**src/rtl/core/pasm_pkg.sv**
```systemverilog
`timescale 1ns / 1ps
// shared types and constants for the polynomial add / subtract / multiply engine
// no dependencies

package pasm_pkg;

  localparam int MaxTermsDef = 16;
  localparam int OpW         = 3;
  localparam int IdxW        = 4;
  localparam int ValW        = 32;
  localparam int ResIdxW     = 5;
  localparam int FifoDepth   = 2;

  typedef enum logic [OpW-1:0] {
    OP_LOAD_A = 3'd0,
    OP_LOAD_B = 3'd1,
    OP_SUM    = 3'd2,
    OP_DIFF   = 3'd3,
    OP_PROD   = 3'd4
  } op_e;

  typedef enum logic [2:0] {
    BK_IDLE,
    BK_ADDSUB,
    BK_MUL_ACC,
    BK_MUL_FLUSH,
    BK_MUL_EMIT
  } back_state_e;

  typedef struct packed {
    op_e             op;
    logic [IdxW-1:0] idx;
    logic [ValW-1:0] value;
  } cmd_t;

endpackage

```
**src/rtl/core/pasm_if.sv**
```systemverilog
`timescale 1ns / 1ps
// valid / ready channel interfaces for the input words and the result words
// depends on pasm_pkg

interface pasm_in_if import pasm_pkg::*; ();
  logic                   valid;
  logic                   ready;
  logic [OpW-1:0]         operation;
  logic [IdxW-1:0]        coeff_index;
  logic signed [ValW-1:0] coeff_value;

  modport source (output valid, operation, coeff_index, coeff_value, input ready);
  modport sink   (input valid, operation, coeff_index, coeff_value, output ready);
endinterface

interface pasm_out_if import pasm_pkg::*; ();
  logic                   valid;
  logic                   ready;
  logic [ResIdxW-1:0]     result_index;
  logic signed [ValW-1:0] result_value;
  logic                   last_term;

  modport source (output valid, result_index, result_value, last_term, input ready);
  modport sink   (input valid, result_index, result_value, last_term, output ready);
endinterface

```
**src/rtl/core/pasm_front.sv**
```systemverilog
`timescale 1ns / 1ps
// front end: accepts input words, drops unused codes and out-of-range loads,
// and queues the rest for the back end; depends on pasm_pkg, pasm_if

module pasm_front import pasm_pkg::*; #(
  parameter int MAX_TERMS = MaxTermsDef
) (
  input  logic         clk_i,
  input  logic         rst_ni,
  pasm_in_if.sink      in_i,
  output cmd_t         cmd_o,
  output logic         cmd_valid_o,
  input  logic         cmd_ready_i
);

  localparam int PtrW = (FifoDepth > 1) ? $clog2(FifoDepth) : 1;
  localparam int CntW = $clog2(FifoDepth + 1);

  cmd_t            fifo_q [FifoDepth];
  logic [PtrW-1:0] wr_ptr_q, wr_ptr_d;
  logic [PtrW-1:0] rd_ptr_q, rd_ptr_d;
  logic [CntW-1:0] cnt_q, cnt_d;

  op_e  op;
  logic keep;
  logic push;
  logic pop;

  always_comb begin
    op = op_e'(in_i.operation);
    unique case (op) inside
      OP_LOAD_A, OP_LOAD_B: keep = ({28'd0, in_i.coeff_index} < 32'(MAX_TERMS));
      OP_SUM, OP_DIFF, OP_PROD: keep = 1'b1;
      default: keep = 1'b0;
    endcase
  end

  assign in_i.ready  = (cnt_q != CntW'(FifoDepth));
  assign push        = in_i.valid && in_i.ready && keep;
  assign cmd_valid_o = (cnt_q != '0);
  assign pop         = cmd_valid_o && cmd_ready_i;
  assign cmd_o       = fifo_q[rd_ptr_q];

  always_comb begin
    wr_ptr_d = wr_ptr_q;
    rd_ptr_d = rd_ptr_q;
    cnt_d    = cnt_q;
    if (push) begin
      wr_ptr_d = (wr_ptr_q == PtrW'(FifoDepth - 1)) ? '0 : wr_ptr_q + 1'b1;
    end
    if (pop) begin
      rd_ptr_d = (rd_ptr_q == PtrW'(FifoDepth - 1)) ? '0 : rd_ptr_q + 1'b1;
    end
    if (push && !pop) begin
      cnt_d = cnt_q + 1'b1;
    end else if (pop && !push) begin
      cnt_d = cnt_q - 1'b1;
    end
  end

  always_ff @(posedge clk_i or negedge rst_ni) begin
    if (!rst_ni) begin
      wr_ptr_q <= '0;
      rd_ptr_q <= '0;
      cnt_q    <= '0;
    end else begin
      wr_ptr_q <= wr_ptr_d;
      rd_ptr_q <= rd_ptr_d;
      cnt_q    <= cnt_d;
    end
  end

  always_ff @(posedge clk_i) begin
    if (push) begin
      fifo_q[wr_ptr_q] <= '{op: op, idx: in_i.coeff_index, value: in_i.coeff_value};
    end
  end

endmodule

```
**src/rtl/core/pasm_back.sv**
```systemverilog
`timescale 1ns / 1ps
// back end: coefficient stores, add / subtract walk and multiply-accumulate
// sequencer with a registered output word; depends on pasm_pkg, pasm_if

module pasm_back import pasm_pkg::*; #(
  parameter int MAX_TERMS = MaxTermsDef
) (
  input  logic         clk_i,
  input  logic         rst_ni,
  input  cmd_t         cmd_i,
  input  logic         cmd_valid_i,
  output logic         cmd_ready_o,
  pasm_out_if.source   out_o
);

  localparam int IW = $clog2(MAX_TERMS);
  localparam int KW = $clog2(2 * MAX_TERMS - 1);
  localparam logic [IW-1:0] ILast    = IW'(MAX_TERMS - 1);
  localparam logic [KW-1:0] KLastAdd = KW'(MAX_TERMS - 1);
  localparam logic [KW-1:0] KLastMul = KW'(2 * MAX_TERMS - 2);
  localparam logic [KW-1:0] KTerms   = KW'(MAX_TERMS);

  logic [ValW-1:0] a_q [MAX_TERMS];
  logic [ValW-1:0] b_q [MAX_TERMS];

  back_state_e state_q, state_d;
  logic [KW-1:0]   k_q, k_d;
  logic [IW-1:0]   i_q, i_d;
  logic            sub_q, sub_d;
  logic [ValW-1:0] acc_q, acc_d;
  logic [ValW-1:0] prod_q, prod_d;
  logic            prod_vld_q, prod_vld_d;

  logic               out_vld_q, out_vld_d;
  logic [ResIdxW-1:0] out_idx_q, out_idx_d;
  logic [ValW-1:0]    out_val_q, out_val_d;
  logic               out_last_q, out_last_d;
  logic               out_ld;
  logic               out_free;

  logic            wr_a, wr_b;
  logic [IW-1:0]   rd_a_idx, rd_b_idx;
  logic [KW-1:0]   b_off;
  logic            term_ok;
  logic [ValW-1:0] a_rd, b_rd;

  // operand selection: same index for add / subtract, i and k-i for the product
  always_comb begin
    b_off    = k_q - KW'(i_q);
    term_ok  = (k_q >= KW'(i_q)) && (b_off < KTerms);
    rd_a_idx = (state_q == BK_ADDSUB) ? k_q[IW-1:0] : i_q;
    rd_b_idx = (state_q == BK_ADDSUB) ? k_q[IW-1:0] : b_off[IW-1:0];
    a_rd     = a_q[rd_a_idx];
    b_rd     = b_q[rd_b_idx];
  end

  assign out_free = !out_vld_q || out_o.ready;

  always_comb begin
    state_d     = state_q;
    k_d         = k_q;
    i_d         = i_q;
    sub_d       = sub_q;
    acc_d       = acc_q;
    prod_d      = prod_q;
    prod_vld_d  = 1'b0;
    cmd_ready_o = 1'b0;
    wr_a        = 1'b0;
    wr_b        = 1'b0;
    out_ld      = 1'b0;
    out_idx_d   = out_idx_q;
    out_val_d   = out_val_q;
    out_last_d  = out_last_q;

    unique case (state_q)
      BK_IDLE: begin
        cmd_ready_o = 1'b1;
        if (cmd_valid_i) begin
          unique case (cmd_i.op) inside
            OP_LOAD_A: wr_a = 1'b1;
            OP_LOAD_B: wr_b = 1'b1;
            OP_SUM, OP_DIFF: begin
              sub_d   = (cmd_i.op == OP_DIFF);
              k_d     = '0;
              state_d = BK_ADDSUB;
            end
            OP_PROD: begin
              k_d     = '0;
              i_d     = '0;
              acc_d   = '0;
              state_d = BK_MUL_ACC;
            end
            default: ;
          endcase
        end
      end
      BK_ADDSUB: begin
        if (out_free) begin
          out_ld     = 1'b1;
          out_idx_d  = ResIdxW'(k_q);
          out_val_d  = sub_q ? (a_rd - b_rd) : (a_rd + b_rd);
          out_last_d = (k_q == KLastAdd);
          if (k_q == KLastAdd) begin
            state_d = BK_IDLE;
          end else begin
            k_d = k_q + 1'b1;
          end
        end
      end
      BK_MUL_ACC: begin
        prod_d     = term_ok ? (a_rd * b_rd) : '0;
        prod_vld_d = 1'b1;
        if (prod_vld_q) begin
          acc_d = acc_q + prod_q;
        end
        if (i_q == ILast) begin
          state_d = BK_MUL_FLUSH;
        end else begin
          i_d = i_q + 1'b1;
        end
      end
      BK_MUL_FLUSH: begin
        // last product of this term
        acc_d   = acc_q + prod_q;
        state_d = BK_MUL_EMIT;
      end
      BK_MUL_EMIT: begin
        if (out_free) begin
          out_ld     = 1'b1;
          out_idx_d  = ResIdxW'(k_q);
          out_val_d  = acc_q;
          out_last_d = (k_q == KLastMul);
          acc_d      = '0;
          i_d        = '0;
          if (k_q == KLastMul) begin
            state_d = BK_IDLE;
          end else begin
            k_d     = k_q + 1'b1;
            state_d = BK_MUL_ACC;
          end
        end
      end
      default: state_d = BK_IDLE;
    endcase
  end

  always_comb begin
    if (out_ld) begin
      out_vld_d = 1'b1;
    end else if (out_o.ready) begin
      out_vld_d = 1'b0;
    end else begin
      out_vld_d = out_vld_q;
    end
  end

  always_ff @(posedge clk_i or negedge rst_ni) begin
    if (!rst_ni) begin
      state_q    <= BK_IDLE;
      k_q        <= '0;
      i_q        <= '0;
      sub_q      <= 1'b0;
      prod_vld_q <= 1'b0;
      out_vld_q  <= 1'b0;
    end else begin
      state_q    <= state_d;
      k_q        <= k_d;
      i_q        <= i_d;
      sub_q      <= sub_d;
      prod_vld_q <= prod_vld_d;
      out_vld_q  <= out_vld_d;
    end
  end

  always_ff @(posedge clk_i) begin
    acc_q      <= acc_d;
    prod_q     <= prod_d;
    out_idx_q  <= out_idx_d;
    out_val_q  <= out_val_d;
    out_last_q <= out_last_d;
  end

  // coefficient stores, zero after reset
  always_ff @(posedge clk_i or negedge rst_ni) begin
    if (!rst_ni) begin
      for (int n = 0; n < MAX_TERMS; n++) begin
        a_q[n] <= '0;
        b_q[n] <= '0;
      end
    end else begin
      if (wr_a) begin
        a_q[cmd_i.idx[IW-1:0]] <= cmd_i.value;
      end
      if (wr_b) begin
        b_q[cmd_i.idx[IW-1:0]] <= cmd_i.value;
      end
    end
  end

  assign out_o.valid        = out_vld_q;
  assign out_o.result_index = out_idx_q;
  assign out_o.result_value = out_val_q;
  assign out_o.last_term    = out_last_q;

endmodule

```
**src/rtl/core/polynomial_add_sub_multiply.sv**
```systemverilog
`timescale 1ns / 1ps
// load words: queued on acceptance, written to the store once the back end is idle
// add / subtract: MAX_TERMS result words, one per cycle unless the output stalls
// multiply: 2*MAX_TERMS-1 words, each built in turn by the single multiply-accumulate
// a two-word queue lets new words in while the back end is busy
// reset: stores cleared to zero, queue empty, output word invalid

module polynomial_add_sub_multiply import pasm_pkg::*; #(
  parameter int MAX_TERMS = MaxTermsDef
) (
  input  logic         clk_i,
  input  logic         rst_ni,
  pasm_in_if.sink      in_i,
  pasm_out_if.source   out_o
);

  cmd_t cmd;
  logic cmd_valid;
  logic cmd_ready;

  pasm_front #(
    .MAX_TERMS (MAX_TERMS)
  ) u_front (
    .clk_i       (clk_i),
    .rst_ni      (rst_ni),
    .in_i        (in_i),
    .cmd_o       (cmd),
    .cmd_valid_o (cmd_valid),
    .cmd_ready_i (cmd_ready)
  );

  pasm_back #(
    .MAX_TERMS (MAX_TERMS)
  ) u_back (
    .clk_i       (clk_i),
    .rst_ni      (rst_ni),
    .cmd_i       (cmd),
    .cmd_valid_i (cmd_valid),
    .cmd_ready_o (cmd_ready),
    .out_o       (out_o)
  );

endmodule

```
**src/flat_wrapper.sv**
```systemverilog
// flat-port wrapper written by rule: the top's interface ports become plain ports
module polynomial_add_sub_multiply_flat import pasm_pkg::*;
#(
  parameter int MAX_TERMS = MaxTermsDef
)
  (clk_i, rst_ni, in_i_valid, in_i_operation, in_i_coeff_index, in_i_coeff_value, in_i_ready, out_o_valid, out_o_result_index, out_o_result_value, out_o_last_term, out_o_ready);
  pasm_in_if in_i_i ();
  pasm_out_if out_o_i ();
  input  logic clk_i;
  input  logic rst_ni;
  input wire logic [$bits(in_i_i.valid)-1:0] in_i_valid;
  input wire logic [$bits(in_i_i.operation)-1:0] in_i_operation;
  input wire logic [$bits(in_i_i.coeff_index)-1:0] in_i_coeff_index;
  input wire logic [$bits(in_i_i.coeff_value)-1:0] in_i_coeff_value;
  output wire logic [$bits(in_i_i.ready)-1:0] in_i_ready;
  output wire logic [$bits(out_o_i.valid)-1:0] out_o_valid;
  output wire logic [$bits(out_o_i.result_index)-1:0] out_o_result_index;
  output wire logic [$bits(out_o_i.result_value)-1:0] out_o_result_value;
  output wire logic [$bits(out_o_i.last_term)-1:0] out_o_last_term;
  input wire logic [$bits(out_o_i.ready)-1:0] out_o_ready;
  assign in_i_i.valid = in_i_valid;
  assign in_i_i.operation = in_i_operation;
  assign in_i_i.coeff_index = in_i_coeff_index;
  assign in_i_i.coeff_value = in_i_coeff_value;
  assign in_i_ready = in_i_i.ready;
  assign out_o_valid = out_o_i.valid;
  assign out_o_result_index = out_o_i.result_index;
  assign out_o_result_value = out_o_i.result_value;
  assign out_o_last_term = out_o_i.last_term;
  assign out_o_i.ready = out_o_ready;
  polynomial_add_sub_multiply #(.MAX_TERMS(MAX_TERMS)) u_core (.clk_i(clk_i), .rst_ni(rst_ni), .in_i(in_i_i), .out_o(out_o_i));
endmodule
```
**config.mk**
```make
export PLATFORM = sky130hd
export DESIGN_NAME = polynomial_add_sub_multiply_flat
export DESIGN_NICKNAME = d
export VERILOG_FILES = /design/src/rtl/core/pasm_pkg.sv /design/src/rtl/core/pasm_if.sv /design/src/rtl/core/pasm_front.sv /design/src/rtl/core/pasm_back.sv /design/src/rtl/core/polynomial_add_sub_multiply.sv /design/src/flat_wrapper.sv
export SDC_FILE = /design/constraint.sdc
export NUM_CORES = 2
export LEC_CHECK = 0
export BUFFER_PORTS_ARGS = -buffer_cell sky130_fd_sc_hd__buf_4
export CORE_MARGIN = 8
export CORE_UTILIZATION = 58
export DETAILED_ROUTE_END_ITERATION = 7
export GPL_TIMING_DRIVEN = 0
export PLACE_DENSITY = 0.77
export SLEW_MARGIN = 20
export SYNTH_ARGS = -nofsm -noshare
export SYNTH_HDL_FRONTEND = slang
export SYNTH_SLANG_ARGS = --single-unit
```
**constraint.sdc**
```tcl
create_clock -name clk_i -period 9.61 [get_ports clk_i]
set_clock_uncertainty 0.05 [all_clocks]
set_input_delay 0.4805 -clock clk_i [delete_from_list [all_inputs] [get_ports clk_i]]
set_output_delay 0.4805 -clock clk_i [all_outputs]
set_load 0.005 [all_outputs]
```
# After elaboration in Yosys (flattened, before gate mapping)

Memory sizes are Yosys's and may differ from the RTL's.
Index checks and enable logic that the tools add are counted.

Bits in registers: 1145
RAM bits: 78
Input port bits: 43
Logic and storage cells: 190
Memories kept: 1

Memory list:

| memory                | depth | width | rd ports | clocked after Yosys merged registers in | wr ports | RTL line         | text |
|---|---|---|---|---|---|---|---|
| u_core.u_front.fifo_q | 2     | 39    | 1        | 0                                       | 1        | pasm_front.sv:19 | `cmd_t fifo_q [FifoDepth];` |

Add/subtract/negate cells: 10
Multiply operators: 1
Order comparisons: 6
Eq/ne operators: 28
Mux-type cells: 63
Bitwise operators: 3
Reductions and logical operators: 32

Operators by type and width:

| kind               | number |
|---|---|
| $bwmux 512         | 2 |
| $mux 32            | 12 |
| $bmux 32 s4        | 2 |
| $demux 32 s4       | 1 |
| $pmux 32 s4        | 1 |
| $add 32x32->32     | 2 |
| $pmux 32 s2        | 1 |
| $mul 32x32->32     | 1 |
| $sub 32x32->32     | 1 |
| $mux 5             | 6 |
| $mux 4             | 6 |
| $ne 2x2->1 const B | 10 |
| $mux 1             | 19 |
| $eq 3x2->1 const B | 6 |
| $ge 5x5->1 const B | 3 |
| $mux 3             | 5 |
| $not 4->5          | 3 |
| $pmux 3 s5         | 1 |
| $pmux 5 s3         | 1 |
| $pmux 4 s3         | 1 |
| $reduce_and 5->1   | 2 |
| $eq 3x1->1 const B | 3 |
| $eq 3x3->1 const B | 3 |
| $logic_not 3->1    | 3 |
| other kinds (30)   | 48 |

# Depth between registers and ports, before layout

Depth after elaboration: 10
Mapped depth: 45

# Modules after synthesis

A second synthesis with hierarchy kept.

Cell total of the unflattened synthesis: 6651
Area, all modules: 75125.8 um^2

Modules (own cells, without submodules):

| module     | instances | cells each | area each (um^2) | sequential area each (um^2) |
|---|---|---|---|---|
| pasm_back  | 1         | 6510       | 72087.9          | 29062.9 |
| pasm_front | 1         | 141        | 3037.9           | 2442.3 |

# Least setup slack after synthesis

OpenSTA, ideal clock, no wires.

Path type: reg-to-reg
Start: register u_core.u_back.k_q[0]
End: register u_core.u_back.prod_q[31], data pin
Setup time: 0.266 ns
Arrival: 9.598 ns
Data required time: 9.294 ns
Path slack: -0.304 ns
Cell stages (with the launch flop): 39
Cell sequence: dfrtp_1 > inv_1 > ha_1 > inv_1 > fa_1 > xor2_1 > a21o_1 > buf_2 > buf_2 > buf_2 > nand2_1 > a32o_1 > mux2_2 > mux2i_1 > clkbuf_1 > buf_1 > nand2_1 > fa_1 > (+3 left out) > inv_1 > fa_1 > fa_1 > inv_1 > fa_1 > fa_1 > fa_1 > xnor2_1 > xnor2_1 > xnor2_1 > xnor2_1 > xnor2_1 > xnor2_1 > xnor3_1 > xnor3_1 > xnor3_1 > xor2_1 > nor2_1

Cells in the longest elaborated chain, start to end: 7
Elaborated cells between the ends (all ways): 15

RTL lines:

| element                                    | RTL line         | text |
|---|---|---|
| start, declared                            | pasm_back.sv:27  | `logic [KW-1:0] k_q, k_d;` |
| start signal, assigned                     | pasm_back.sv:167 | `k_q <= k_d;` |
| $sub 5x4->5                                | pasm_back.sv:49  | `b_off = k_q - KW'(i_q);` |
| $mux 4                                     | pasm_back.sv:52  | `rd_b_idx = (state_q == BK_ADDSUB) ? k_q[IW-1:0] : b_off[IW-1:0];` |
| $not 4->5 (not written as such)            | pasm_back.sv:54  | `b_rd = b_q[rd_b_idx];` |
| $bmux 32 s4                                | pasm_back.sv:54  |  |
| $mux 32 (not written as such) (2 in a row) | pasm_back.sv:54  |  |
| $mul 32x32->32                             | pasm_back.sv:111 | `prod_d = term_ok ? (a_rd * b_rd) : '0;` |
| end signal, assigned                       | pasm_back.sv:177 | `prod_q <= prod_d;` |
| end, declared                              | pasm_back.sv:31  | `logic [ValW-1:0] prod_q, prod_d;` |

Several ways; a longest one is shown, not always the timed one. The select of a mux whose other input is x is not followed.
A chain may end at the register's enable or synchronous reset.

# Worst setup path after layout

Start: register u_core.u_back.state_q[2]
End: register u_core.u_back.prod_q[31], data pin

Cells in the longest elaborated chain, start to end: 7
Elaborated cells between the ends (all ways): 12

RTL lines:

| element                                 | RTL line                         | text |
|---|---|---|
| start, declared                         | pasm_back.sv:26                  | `back_state_e state_q, state_d;` |
| start signal, assigned                  | pasm_back.sv:166                 | `state_q <= state_d;` |
| $eq 3x1->1 (*)                          | pasm_back.sv:51, pasm_back.sv:52 |  |
| $mux 4 (on tied branches)               | pasm_back.sv:51, pasm_back.sv:52 |  |
| $not 4->5 (on tied branches)            | pasm_back.sv:53, pasm_back.sv:54 |  |
| $bmux 32 s4 (on tied branches)          | pasm_back.sv:53, pasm_back.sv:54 |  |
| $mux 32 (on tied branches) (2 in a row) | pasm_back.sv:53, pasm_back.sv:54 |  |
| $mul 32x32->32 (*)                      | pasm_back.sv:111                 |  |

Every way passes the cells marked *; elsewhere a longest branch is shown, timed or not. The select of a mux whose other input is x is not followed.

==> impl_metrics.json <==
{
  "setup_viol": 9,
  "yosysSeqAreaShare": 0.4329,
  "coreArea_sq_um": 125100,
  "min_period_ns": 9.990,
  "routed-via-count": 67540,
  "syn_inst": 7828,
  "globalplace.congestion": 1.026,
  "initialDrtViolationCount": 10500,
  "ant_nets": 0,
  "clock_latency_ns": 0.82,
  "wl_per_cell_microns": 32.35,
  "worstMarginPinSlew_ns": 1.308,
  "via_per_inst": 6.625,
  "drc": 1,
  "avgSynthCellArea_sq_um": 9.298,
  "clockRootBuffer": "clkbuf_16",
  "die_area_sq_um": 137100,
  "crit_start": "u_core.u_back.state_q[2]",
  "cp_data_arrival_time_ns": 10.45,
  "drv_cap": 0,
  "max-slew-margin-rel": 0.1032,
  "max_freq_mhz": 100.1,
  "period_share": 1.040,
  "r2r-start": "u_core.u_back.state_q[2]",
  "stdcell_count": 10200,
  "cts.sinks": 1223,
  "drive_above_1_share": 0.1518,
  "start_util": 0.5819,
  "status": "finished with violations",
  "place_inst": 9600,
  "crit_fanout": 10,
  "htreeDepth": 4,
  "nFillCells": 9550,
  "critPathSlowestCell": "fa_1",
  "max_stage_delay_ns": 0.58,
  "antenna_found_initial": 22,
  "grt_overflow_total": 0,
  "crit_path_start_kind": "flip-flop",
  "final_hold_viol_count": 0,
  "ys_ff_latch": 1223,
  "die_w_microns": 370.2,
  "dp_hpwl_mm": 233.6,
  "hold_path.class": "in -> reg",
  "grt_pass1_wl_mm": 463.8,
  "syn_to_final_growth_pct": 21.65,
  "netlist_area_sq_um": 72780,
  "first_global_vias": 65340,
  "min_from": "in_i_valid",
  "violations": "DRC, setup timing",
  "grt_max_degree": 135,
  "placed_area_sq_um": 76400,
  "cp-end-kind": "flip-flop",
  "finalInstanceArea_sq_um": 88530,
  "ios": 83,
  "crit_top_cell": "fa_1",
  "yosysWarningCount": 0,
  "wirelength_mm": 329.8,
  "ys.flop_type": "dfrtp_1",
  "holdWs_ns": 0.1114,
  "crit_type": "reg -> reg",
  "synth_edf_count": 180,
  "die_h_microns": 370.2,
  "fin_ws_ns": -0.3799,
  "clk_path_buf_depth": 3,
  "syn-num-nets": 8478,
  "maxSlewViolCount": 0,
  "clk_pin_slew_worst_paths_ns": 0.06,
  "required_ns": 10.07,
  "rsz0062_at_grt": "true",
  "cts-buffers-inserted": 132,
  "synth_cell_type_count": 91,
  "synthArstFlopShare": 0.8528,
  "port-buffer-count": 82,
  "grtUsageTotal": 0.4728,
  "first_pass_iters": 8,
  "rows": 130,
  "cts_tree": "done",
  "nets": 9075
}
==> metal layers <==
metal  up-vias  wire length (microns)  global-route usage  share of wire
met5         -                     62            0.001068        0.00019
met4        10                  29630              0.3392          0.090
met3      1425                  50300              0.1909           0.15
met2      5546                 136300              0.6664           0.41
met1     33300                 113600              0.5884           0.34
li1      27260                      -                   -              -
==> sequential cells by signal (all words and copies together) (netlist names) <==
name                              flops
u_core.u_back.i_q                     4
u_core.u_back.sub_q                   1
u_core.u_back.acc_q                  32
u_core.u_back.out_o.result_value     32
u_core.u_front.wr_ptr_q               1
u_core.u_front.cnt_q                  2
u_core.u_back.out_o.last_term         1
u_core.u_back.prod_q                 32
u_core.u_back.b_q                   512
u_core.u_back.prod_vld_q              1
u_core.u_back.k_q                     5
u_core.u_back.out_o.valid             1
u_core.u_back.state_q                 3
u_core.u_back.out_o.result_index      5
u_core.u_back.a_q                   512
u_core.u_front.fifo_q                78
u_core.u_front.rd_ptr_q               1
==> stage by stage <==
stage	setup TNS, ns	utilization	setup slack (ns)
after global placement	-4529.39	0.6035	-4.993
after floorplan	-0.006357	-	-0.006357
after detailed placement	-48.23	0.6108	-3.235
after global routing	-3.238	0.7077	-0.5162
final	-2.030	0.7078	-0.3799
after CTS	-1.680	0.6926	-0.3735
==> cell usage after synthesis, drive strengths merged (46+ instances only) <==
cell type  count  area (sq um)
o211ai        52         390.4
o21ai        138         690.7
inv          523          1963
nand2b        64         400.4
edfxtp       180          5405
buf          169          1134
nand2        805          3022
xor2          53         464.2
dfrtp       1043         26100
clkbuf       408          1531
nand3        304          1521
mux2i        262          2655
ha           196          2452
xnor2        104         910.9
fa           411          8228
a21o          52         390.4
a31oi         46         287.8
nor2b         52         325.3
nor2        1384          5202
a21oi       1101          5552
a211oi        76         570.6
==> critical path, delay by kind of cell, from the launching register on <==
| family | cells | cell delay [ns] |
|---|---|---|
| AO/OA/AOI/OAI | 2 | 0.45 |
| multiplexers | 1 | 0.51 |
| AND/OR/NAND/NOR | 4 | 0.98 |
| flip-flops | 1 | 0.47 |
| buffers and inverters | 10 | 1.32 |
| adder cells (fa/ha/maj) | 8 | 3.77 |
| XOR/XNOR | 10 | 2.10 |
==> final timing paths <==
| path | to | slack, ns | cells after the start |
|---|---|---|---|
| min in group asynchronous | u_core.u_back.b_q[338] | 0.25 | 2 |
| worst max register to register | u_core.u_back.prod_q[31] | -0.38 | 35 |
| max in group asynchronous | u_core.u_back.a_q[131] | 6.49 | 6 |
| worst min-delay path | u_core.u_front.wr_ptr_q | 0.11 | 3 |
| worst max-delay path | u_core.u_back.prod_q[31] | -0.38 | 35 |
| worst min register to register | u_core.u_back.b_q[9] | 0.44 | 2 |
==> kinds of logic (layout without fill, tap and decap cells) <==
group / after synthesis / count (layout) / synth area share
simple gates: 2769 / 2769 / 0.1583
compound gates: 1663 / 1663 / 0.1324
flops: 1223 / 1223 / 0.4329
buf+inv: 1105 / 1806 / 0.06385
fa+ha+maj: 609 / 609 / 0.1471
mux: 296 / 296 / 0.04483
xor+xnor: 163 / 163 / 0.02075
other cells: 0 / 16 / 0
==> cell usage in the layout (no fill, tap or decap), types with 43 or more instances in the layout <==
| cell | synthesis | routed |
|---|---|---|
| inv_1 | 519 | 495 |
| xor2_1 | 53 | 43 |
| nor2_1 | 1381 | 1348 |
| a211oi_1 | 76 | 64 |
| nand3_1 | 304 | 296 |
| buf_6 | 30 | 52 |
| buf_4 | 48 | 367 |
| o21ai_0 | 136 | 132 |
| edfxtp_1 | 180 | 180 |
| mux2i_2 | 2 | 44 |
| dfrtp_1 | 1043 | 1035 |
| buf_12 | 0 | 118 |
| nand2_1 | 805 | 782 |
| buf_8 | 0 | 51 |
| clkbuf_1 | 408 | 341 |
| fa_1 | 411 | 394 |
| a21oi_1 | 1094 | 1081 |
| ha_1 | 196 | 181 |
| mux2i_1 | 258 | 197 |
| o211ai_1 | 52 | 52 |
| xnor2_1 | 104 | 100 |
| a21o_1 | 52 | 47 |
| clkbuf_16 | 0 | 148 |
| nor2b_1 | 52 | 52 |
| nand2b_1 | 64 | 63 |
==> area by class of cell <==
cell class / count / area (sq um) / share of cell area
antenna: 16 / 40.04 / 0.0004522
buffer: 560 / 4712 / 0.05322
clock buffer: 181 / 3762 / 0.04250
clock inverter: 57 / 880.8 / 0.009949
inverter: 528 / 2056 / 0.02322
multi-input combinational: 5500 / 38680 / 0.4369
sequential: 1223 / 31520 / 0.3560
tap: 1650 / 2064 / 0.02332
timing repair buffer: 480 / 4823 / 0.05448
==> timing repair <==
| item | 4_1_cts | 5_1_grt |
|---|---|---|
| hold endpoints to repair | 191 | 0 |
| gates cloned | 2 | 3 |
| hold buffers | 40 | 0 |
| buffers inserted | 214 | 98 |
| pin swaps | 110 | 94 |
| gates resized for setup | 782 | 242 |
| setup endpoints to repair | 24 | 15 |
Power is not shown: default switching activity piles up to over one toggle a cycle in this logic, so the estimate is an artifact.
